==> src/sv/hash_message_padder_core_macros.svh <==
// Assertion macros for the hash message padder.
`ifndef HASH_MESSAGE_PADDER_CORE_MACROS_SVH
`define HASH_MESSAGE_PADDER_CORE_MACROS_SVH

`ifndef SYNTHESIS
`define HMP_ASSERT_NOW(label, clk, rst_n, ante, cons) \
  label: assert property (@(posedge clk) disable iff (!rst_n) (ante) |-> (cons)) \
    else $error("hmp assertion failed");
`define HMP_ASSERT_NEXT(label, clk, rst_n, ante, cons) \
  label: assert property (@(posedge clk) disable iff (!rst_n) (ante) |=> (cons)) \
    else $error("hmp assertion failed");
`else
`define HMP_ASSERT_NOW(label, clk, rst_n, ante, cons)
`define HMP_ASSERT_NEXT(label, clk, rst_n, ante, cons)
`endif

`endif

==> src/sv/hmp_pkg.sv <==
// Shared types and constants for the hash message padder.
package hmp_pkg;

  localparam int unsigned WORD_W    = 64;
  localparam int unsigned POS_W     = 7;
  localparam logic [7:0]  PAD_MARK  = 8'h80;

  localparam logic REG_BLOCK_SIZE = 1'b0;
  localparam logic REG_LEN_LE     = 1'b1;

  typedef enum logic [2:0] {
    OP_NOP,
    OP_DATA,
    OP_MARK,
    OP_ZWORD,
    OP_LEN
  } op_t;

  typedef struct packed {
    op_t op;
  } cmd_t;

  typedef struct packed {
    logic slot_free;
    logic pad_done;
  } status_t;

endpackage

==> src/sv/hmp_datapath.sv <==
// Padder datapath: word gather, block position, byte count and output register.
module hmp_datapath #(
  parameter int unsigned BYTE_COUNT_WIDTH = 61
) (
  input  logic                        clk,
  input  logic                        rst_n,
  input  hmp_pkg::cmd_t               cmd,
  input  logic [7:0]                  in_byte,
  input  logic                        in_present,
  input  logic                        cfg_we,
  input  logic                        cfg_index,
  input  logic                        cfg_wdata,
  input  logic                        out_tready,
  output hmp_pkg::status_t            status,
  output logic                        out_tvalid,
  output logic [hmp_pkg::WORD_W-1:0]  out_tdata,
  output logic                        out_tuser,
  output logic                        out_tlast
);

  logic                        blk_sel_r;
  logic                        len_le_r;
  logic [hmp_pkg::WORD_W-1:0]  word_r, word_nxt;
  logic [hmp_pkg::POS_W-1:0]   pos_r, pos_nxt;
  logic [BYTE_COUNT_WIDTH-1:0] cnt_r, cnt_nxt;
  logic                        out_valid_r;
  logic [hmp_pkg::WORD_W-1:0]  out_word_r;
  logic                        out_blast_r;
  logic                        out_mlast_r;

  logic [hmp_pkg::POS_W-1:0]   mask;
  logic [hmp_pkg::POS_W-1:0]   pos_eff;
  logic [2:0]                  lane;
  logic [7:0]                  byte_val;
  logic [hmp_pkg::WORD_W-1:0]  placed;
  logic [hmp_pkg::POS_W-1:0]   pos_inc;
  logic [hmp_pkg::POS_W-1:0]   pos_zw;
  logic [hmp_pkg::WORD_W-1:0]  bit_len;
  logic [hmp_pkg::WORD_W-1:0]  len_word;
  logic                        slot_free;
  logic                        emit;
  logic [hmp_pkg::WORD_W-1:0]  e_word;
  logic                        e_blast;
  logic                        e_mlast;

  function automatic logic [63:0] byte_swap(input logic [63:0] v);
    logic [63:0] r;
    for (int i = 0; i < 8; i++) begin
      r[8*i +: 8] = v[8*(7-i) +: 8];
    end
    return r;
  endfunction

  assign mask     = blk_sel_r ? 7'h7F : 7'h3F;
  assign pos_eff  = pos_r & mask;
  assign lane     = pos_eff[2:0];
  assign byte_val = (cmd.op == hmp_pkg::OP_MARK) ? hmp_pkg::PAD_MARK : in_byte;
  assign placed   = {byte_val, 56'd0} >> {lane, 3'b000};
  assign pos_inc  = (pos_eff + 7'd1) & mask;
  assign pos_zw   = ({pos_eff[6:3], 3'b000} + 7'd8) & mask;
  assign bit_len  = 64'({cnt_r, 3'b000});
  assign len_word = len_le_r ? byte_swap(bit_len) : bit_len;
  assign slot_free = !out_valid_r || out_tready;

  assign status.slot_free = slot_free;
  assign status.pad_done  = (pos_eff == (mask - 7'd7));

  always_comb begin
    word_nxt = word_r;
    pos_nxt  = pos_r;
    cnt_nxt  = cnt_r;
    emit     = 1'b0;
    e_word   = word_r;
    e_blast  = 1'b0;
    e_mlast  = 1'b0;
    unique case (cmd.op)
      hmp_pkg::OP_NOP: begin
      end
      hmp_pkg::OP_DATA, hmp_pkg::OP_MARK: begin
        if (cmd.op == hmp_pkg::OP_MARK || in_present) begin
          pos_nxt = pos_inc;
          if (lane == 3'd7) begin
            emit     = 1'b1;
            e_word   = word_r | placed;
            e_blast  = (pos_inc == '0);
            word_nxt = '0;
          end else begin
            word_nxt = word_r | placed;
          end
          if (cmd.op == hmp_pkg::OP_DATA) begin
            cnt_nxt = cnt_r + 1'b1;
          end
        end
      end
      hmp_pkg::OP_ZWORD: begin
        emit     = 1'b1;
        e_word   = word_r;
        e_blast  = (pos_zw == '0);
        pos_nxt  = pos_zw;
        word_nxt = '0;
      end
      hmp_pkg::OP_LEN: begin
        emit     = 1'b1;
        e_word   = len_word;
        e_blast  = 1'b1;
        e_mlast  = 1'b1;
        pos_nxt  = '0;
        word_nxt = '0;
        cnt_nxt  = '0;
      end
      default: begin
      end
    endcase
  end

  always_ff @(posedge clk) begin
    if (!rst_n) begin
      blk_sel_r   <= 1'b0;
      len_le_r    <= 1'b0;
      word_r      <= '0;
      pos_r       <= '0;
      cnt_r       <= '0;
      out_valid_r <= 1'b0;
    end else begin
      if (cfg_we) begin
        unique case (cfg_index)
          hmp_pkg::REG_BLOCK_SIZE: blk_sel_r <= cfg_wdata;
          hmp_pkg::REG_LEN_LE:     len_le_r  <= cfg_wdata;
          default: begin
          end
        endcase
      end
      word_r <= word_nxt;
      pos_r  <= pos_nxt;
      cnt_r  <= cnt_nxt;
      if (emit) begin
        out_valid_r <= 1'b1;
      end else if (out_tready) begin
        out_valid_r <= 1'b0;
      end
    end
  end

  always_ff @(posedge clk) begin
    if (emit) begin
      out_word_r  <= e_word;
      out_blast_r <= e_blast;
      out_mlast_r <= e_mlast;
    end
  end

  assign out_tvalid = out_valid_r;
  assign out_tdata  = out_word_r;
  assign out_tuser  = out_blast_r;
  assign out_tlast  = out_mlast_r;

endmodule

==> src/sv/hmp_ctrl.sv <==
// Padder controller: byte intake, end marker, zero fill and length sequencing.
module hmp_ctrl (
  input  logic             clk,
  input  logic             rst_n,
  input  logic             in_tvalid,
  input  logic             in_tlast,
  input  hmp_pkg::status_t status,
  output logic             in_tready,
  output hmp_pkg::cmd_t    cmd
);

  typedef enum logic [1:0] {
    S_IDLE,
    S_MARK,
    S_PAD
  } state_t;

  state_t state_r, state_nxt;

  always_comb begin
    state_nxt = state_r;
    in_tready = 1'b0;
    cmd.op    = hmp_pkg::OP_NOP;
    unique case (state_r)
      S_IDLE: begin
        in_tready = status.slot_free;
        if (in_tvalid && status.slot_free) begin
          cmd.op = hmp_pkg::OP_DATA;
          if (in_tlast) begin
            state_nxt = S_MARK;
          end
        end
      end
      S_MARK: begin
        if (status.slot_free) begin
          cmd.op    = hmp_pkg::OP_MARK;
          state_nxt = S_PAD;
        end
      end
      S_PAD: begin
        if (status.slot_free) begin
          if (status.pad_done) begin
            cmd.op    = hmp_pkg::OP_LEN;
            state_nxt = S_IDLE;
          end else begin
            cmd.op = hmp_pkg::OP_ZWORD;
          end
        end
      end
      default: begin
        state_nxt = S_IDLE;
      end
    endcase
  end

  always_ff @(posedge clk) begin
    if (!rst_n) begin
      state_r <= S_IDLE;
    end else begin
      state_r <= state_nxt;
    end
  end

endmodule

==> src/sv/hash_message_padder_core.sv <==
// Top level of the hash message padder: controller, datapath and checks.
//
// Input channel in_*: one message byte per beat. in_tdata[7:0] holds the
// byte, in_tuser says the byte is present, in_tlast ends the message.
// Output channel out_*: one 64-bit padded word per beat, first stream byte
// in bits 63..56; out_tuser marks the end of a block, out_tlast the final
// word of the message.
// Config: cfg_we with cfg_index 0 selects 128-byte blocks (cfg_wdata=1) or
// 64-byte blocks; index 1 selects a little-endian length field.
// Throughput: beats without end of message are taken back to back while the
// output slot is free. An end beat adds the end marker and 1 to 17 zero fill
// and length words, one per free cycle of the single output register.
// Latency: a word appears on out_* the cycle after the beat that finishes it.
// When the receiver stalls, the output register holds its word and the
// controller waits; in_tready stays low until the slot frees.
// Reset (synchronous, rst_n low) clears the position, the byte count, the
// partial word, the config registers and the output valid flag.
`include "hash_message_padder_core_macros.svh"

module hash_message_padder_core #(
  parameter int unsigned BYTE_COUNT_WIDTH = 61
) (
  input  logic        clk,
  input  logic        rst_n,
  input  logic        in_tvalid,
  output logic        in_tready,
  input  logic [7:0]  in_tdata,   // [7:0] data_byte
  input  logic        in_tuser,   // [0] byte_present
  input  logic        in_tlast,   // message_end
  output logic        out_tvalid,
  input  logic        out_tready,
  output logic [63:0] out_tdata,  // [63:0] padded_word
  output logic        out_tuser,  // [0] block_last
  output logic        out_tlast,  // message_last
  input  logic        cfg_we,
  input  logic        cfg_index,
  input  logic        cfg_wdata
);

  hmp_pkg::cmd_t    cmd;
  hmp_pkg::status_t status;

  hmp_ctrl u_ctrl (
    .clk       (clk),
    .rst_n     (rst_n),
    .in_tvalid (in_tvalid),
    .in_tlast  (in_tlast),
    .status    (status),
    .in_tready (in_tready),
    .cmd       (cmd)
  );

  hmp_datapath #(
    .BYTE_COUNT_WIDTH (BYTE_COUNT_WIDTH)
  ) u_datapath (
    .clk        (clk),
    .rst_n      (rst_n),
    .cmd        (cmd),
    .in_byte    (in_tdata),
    .in_present (in_tuser),
    .cfg_we     (cfg_we),
    .cfg_index  (cfg_index),
    .cfg_wdata  (cfg_wdata),
    .out_tready (out_tready),
    .status     (status),
    .out_tvalid (out_tvalid),
    .out_tdata  (out_tdata),
    .out_tuser  (out_tuser),
    .out_tlast  (out_tlast)
  );

  `HMP_ASSERT_NOW(a_ready_needs_slot, clk, rst_n, in_tready, !out_tvalid || out_tready)
  `HMP_ASSERT_NOW(a_msg_end_is_block_end, clk, rst_n, out_tvalid && out_tlast, out_tuser)
  `HMP_ASSERT_NEXT(a_end_beat_blocks_input, clk, rst_n, in_tvalid && in_tready && in_tlast,
                   !in_tready)

endmodule

==> config.mk <==
export PLATFORM = sky130hd
export DESIGN_NAME = hash_message_padder_core
export DESIGN_NICKNAME = d
export VERILOG_FILES = /design/src/sv/hmp_pkg.sv /design/src/sv/hmp_datapath.sv /design/src/sv/hmp_ctrl.sv /design/src/sv/hash_message_padder_core.sv
export VERILOG_INCLUDE_DIRS = /design/src /design/src/sv
export SDC_FILE = /design/constraint.sdc
export NUM_CORES = 1
export LEC_CHECK = 0
export BUFFER_PORTS_ARGS = -buffer_cell sky130_fd_sc_hd__buf_4
export CAP_MARGIN = 20
export CORE_UTILIZATION = 49
export DETAILED_ROUTE_END_ITERATION = 12
export PLACE_DENSITY_LB_ADDON = 0.12
export SLEW_MARGIN = 20
export SYNTH_ARGS = -nofsm -noshare
export SYNTH_HDL_FRONTEND = slang
export SYNTH_SLANG_ARGS = --single-unit
==> constraint.sdc <==
create_clock -name clk -period 4.3 [get_ports clk]
set_input_delay 0.215 -clock clk [delete_from_list [all_inputs] [get_ports clk]]
set_output_delay 0.215 -clock clk [all_outputs]
set_load 0.05 [all_outputs]
==> run_results.csv <==
group,metric,value,unit
run_status,outcome,"complete, no violations",
synth,synth_edf_count,66,
min_path,hold_class,"input pin to flop",
synth,synthFlopType,"dfxtp_1",
cts,path_clk_slew,0.06,ns
cells_and_area,drive_gt1_frac,0.131,
pwr,sw_frac_of_total,0.248,
global_route,grt_pass1_wl,43200,um
route,wl_per_cell,20.9,um
synth,synth_nets,1067,
cts,clockBufferDepth,3,
floorplan,rows,51,
synth,synthesis.instances,1043,
cells_and_area,fillerInstances,1781,
timing,finalSetupViolCount,0,
min_path,hp-start,"in_tlast",
route,num_vias,8504,
worst_setup_path,crit_path_cell_trace,"inv_1 -> ha_1 -> nor2b_1 -> and3_1 -> nand2_4 -> inv_1 -> nor2_1 -> o22ai_1",
cts,clock_latency,0.53,ns
floorplan,design.core.area,19500,um^2
pwr,p_leak,3.78,nW
synth,synth.yosys.seq_area_share,0.487,
timing,finalClockSkew,0.0129,ns
synth,syn_area_per_cell,9.31,um^2
global_route,antenna_found_initial,0,
timing,final.setup.tns,0,ns
placed_design,dp.cells,1324,
synth,synthArstFlopShare,0,
cts,cts_tree,"yes",
synth,synth_cell_types,54,
floorplan,die_y,143,um
synth,yosys_register_bits,203,
cells_and_area,final_common_cell,"a21oi_1",
cts,root_buffer,"clkbuf_16",
worst_setup_path,crit_fanout,100,
timing,period_needed,3.10,ns
worst_setup_path,cp_slowest_cell,"nand2_4",
worst_setup_path,crit_path_end_kind,"flop",
worst_setup_path,cp-start-kind,"flop",
min_path,whs_endpoint,"u_ctrl.state_r[0]$_SDFFE_PN0P_",
placed_design,place_congestion,0.936,
cts,cts_buffers,23,
pwr,p_sw,1.04,mW
worst_setup_path,r2r_end,"u_datapath.out_tdata[57]$_DFFE_PP_",
placed_design,dp_hpwl,19400,um
worst_setup_path,cpMostUsedCell,"inv_1",
worst_setup_path,required,4.56,ns
cells_and_area,insertedDiodeCount,0,
route,drtPass1Iterations,6,
worst_setup_path,rrSetupSlack,1.20,ns
route,viasPerCell,6.20,
cells_and_area,area_growth,15.7,%
route,first_iter_violations,652,
timing,relSlewSlack,0.308,
cts,clock_sinks,203,
cells_and_area,finalNonFillerCells,1372,
worst_setup_path,cp.arrival,3.35,ns
synth,ys_warn_count,0,
route,drtAntennaViolNets,0,
timing,hold_violations,0,
global_route,grt_remaining_overflow,0,
floorplan,ios,85,
floorplan,dieArea,20400,um^2
pwr,combPwrFrac,0.070,
timing,drv_slew,0,
global_route,grt_max_degree,101,
timing,rsz0062_at_grt,"no",
synth,synth_area,9710,um^2
route,routed_wl,28700,um
timing,worstMarginPinSlew,1.04,ns
cells_and_area,layout.nets,1114,
cells_and_area,layout_common_cells,"a21oi_1 (145), dfxtp_1 (136), nand2_1 (99), buf_4 (94), nor2_1 (90)",
route,drc,0,
worst_setup_path,path_class,"flop to flop",
worst_setup_path,worstReg2RegStart,"u_datapath.pos_r[0]$_SDFFE_PN0P_",
worst_setup_path,max_stage_delay,0.75,ns
cts,cts_resized,0,
pwr,clkPwrFrac,0.443,
global_route,grt_pass1_vias,7555,
floorplan,die-width,143,um
pwr,peakVddDrop,0.309,mV
floorplan,start_util,0.499,
placed_design,port_buffers,84,
pwr,pwr-share-seq,0.487,
timing,max_freq,0.323,GHz
cts,cts-htree-levels,1,
pwr,p_int,3.16,mW
min_path,whs_path_depth,5,
timing,finalCritPeriodShare,0.720,
pwr,powerDensity,374,nW/um^2
worst_setup_path,r2r_cells,8,
job,cap_violations,0,
global_route,grt.total_usage,0.280,
-- stage by stage --
stage               hold slack (ns)  worst slack, ns  instance area (um^2)  power [mW]   util
floorplan                     0.332             1.17                  9710        2.27      -
global placement              0.446             1.37                 10500        2.36  0.537
detailed placement            0.454             1.31                 10500        2.37  0.537
CTS                          0.0726             1.29                 11200        4.21  0.576
global route                  0.120            0.997                 11200        4.31  0.577
finish                       0.0771             1.20                 11200        4.19  0.577
-- flip-flops by register name, summed over array words and instances (netlist names) --
signal / flops
u_datapath.out_tdata: 64
u_datapath.word_r: 64
u_datapath.cnt_r: 61
u_datapath.pos_r: 7
u_ctrl.state_r: 2
u_datapath.blk_sel_r: 1
u_datapath.len_le_r: 1
u_datapath.out_tlast: 1
u_datapath.out_tuser: 1
u_datapath.out_tvalid: 1
-- routing by layer --
layer | track usage | routed length (um) | part of all wire | vias to the layer above
met5 | 0 | 0 | 0 | -
met4 | 0.0996 | 924 | 0.032 | 0
met3 | 0.0352 | 1910 | 0.066 | 58
met2 | 0.473 | 13900 | 0.48 | 313
met1 | 0.367 | 12000 | 0.42 | 4085
li1 | - | - | - | 4048
-- worst max-delay path, delay by kind of cell (launching register included) --
family                   cells  cell delay, ns
AO/OA/AOI/OAI                1            0.09
adder cells (fa/ha/maj)      1            0.24
buffers and inverters        2            0.52
flip-flops                   1            0.60
AND/OR/NAND/NOR              4            1.34
-- how the worst max path moves through the flow --
stage,to,from,slack [ns]
3_3_place_gp,u_datapath.out_tdata[1]$_DFFE_PP_,u_datapath.pos_r[0]$_SDFFE_PN0P_,1.37
6_report,u_datapath.out_tdata[57]$_DFFE_PP_,u_datapath.pos_r[0]$_SDFFE_PN0P_,1.20
2_1_floorplan,u_datapath.out_tdata[0]$_DFFE_PP_,u_datapath.out_tvalid$_SDFFE_PN0P_,1.17
4_1_cts,u_datapath.out_tdata[57]$_DFFE_PP_,u_datapath.pos_r[0]$_SDFFE_PN0P_,1.29
3_5_place_dp,u_datapath.out_tdata[57]$_DFFE_PP_,u_datapath.pos_r[0]$_SDFFE_PN0P_,1.31
5_1_grt,u_datapath.out_tdata[2]$_DFFE_PP_,u_datapath.pos_r[0]$_SDFFE_PN0P_,1.0
-- cells in the mapped netlist, types with 2 or more instances --
library cell / n / share of area
a21oi_1: 145 / 0.075
a311oi_1: 2 / 0.0018
and2_1: 9 / 0.0058
and3_1: 14 / 0.0090
and4_1: 5 / 0.0045
buf_1: 7 / 0.0027
buf_2: 10 / 0.0052
buf_4: 3 / 0.0023
clkbuf_1: 49 / 0.019
clkbuf_2: 9 / 0.0046
dfxtp_1: 137 / 0.28
edfxtp_1: 66 / 0.20
ha_1: 7 / 0.0090
inv_1: 15 / 0.0058
mux2i_1: 62 / 0.064
nand2_1: 102 / 0.039
nand2b_1: 5 / 0.0032
nand3_1: 33 / 0.017
nand4_1: 24 / 0.015
nor2_1: 90 / 0.035
nor2b_1: 6 / 0.0039
nor3_1: 20 / 0.010
nor3b_1: 2 / 0.0015
nor4_1: 8 / 0.0052
nor4_4: 3 / 0.0066
o21a_1: 4 / 0.0031
o21ai_0: 22 / 0.011
o221ai_1: 50 / 0.045
o22ai_1: 6 / 0.0039
o31ai_1: 46 / 0.036
or3_1: 11 / 0.0071
or4_1: 46 / 0.036
xnor2_1: 3 / 0.0027
xor2_1: 2 / 0.0018
-- power groups by stage --
stage,logic (mW),clock network (mW),registers (mW)
floorplan,0.163,0,2.11
finish,0.292,1.86,2.04
global route,0.308,1.95,2.05
detailed placement,0.282,0,2.08
global placement,0.281,0,2.08
CTS,0.287,1.88,2.04
-- cells by family after synthesis --
family / after synthesis / share of synthesized area
muxes: 62 / 0.0639
AOI/OAI and AO/OA: 287 / 0.187
and+or+nand+nor: 385 / 0.208
xor gates and xnor gates: 5 / 0.00451
DFF: 203 / 0.487
adders and majority gates: 7 / 0.00902
buffers and inverters: 94 / 0.0407
-- area by class of cell --
type	instances	area, um^2	area share
repair buffers	101	783	0.0697
well taps	265	332	0.0295
clock buffers	34	657	0.0585
multi-input cells	746	4620	0.411
inverters	15	56.3	0.00501
clock inverters	8	57.6	0.00512
flip-flops and latches	203	4730	0.421
-- timing repair --
action | 4_1_cts | 5_1_grt
setup endpoints to repair | 0 | 0
hold buffers | 5 | 0
setup buffers | 0 | 0
hold endpoints to repair | 3 | 0
Note: power is estimated with default switching activity, not from simulation.
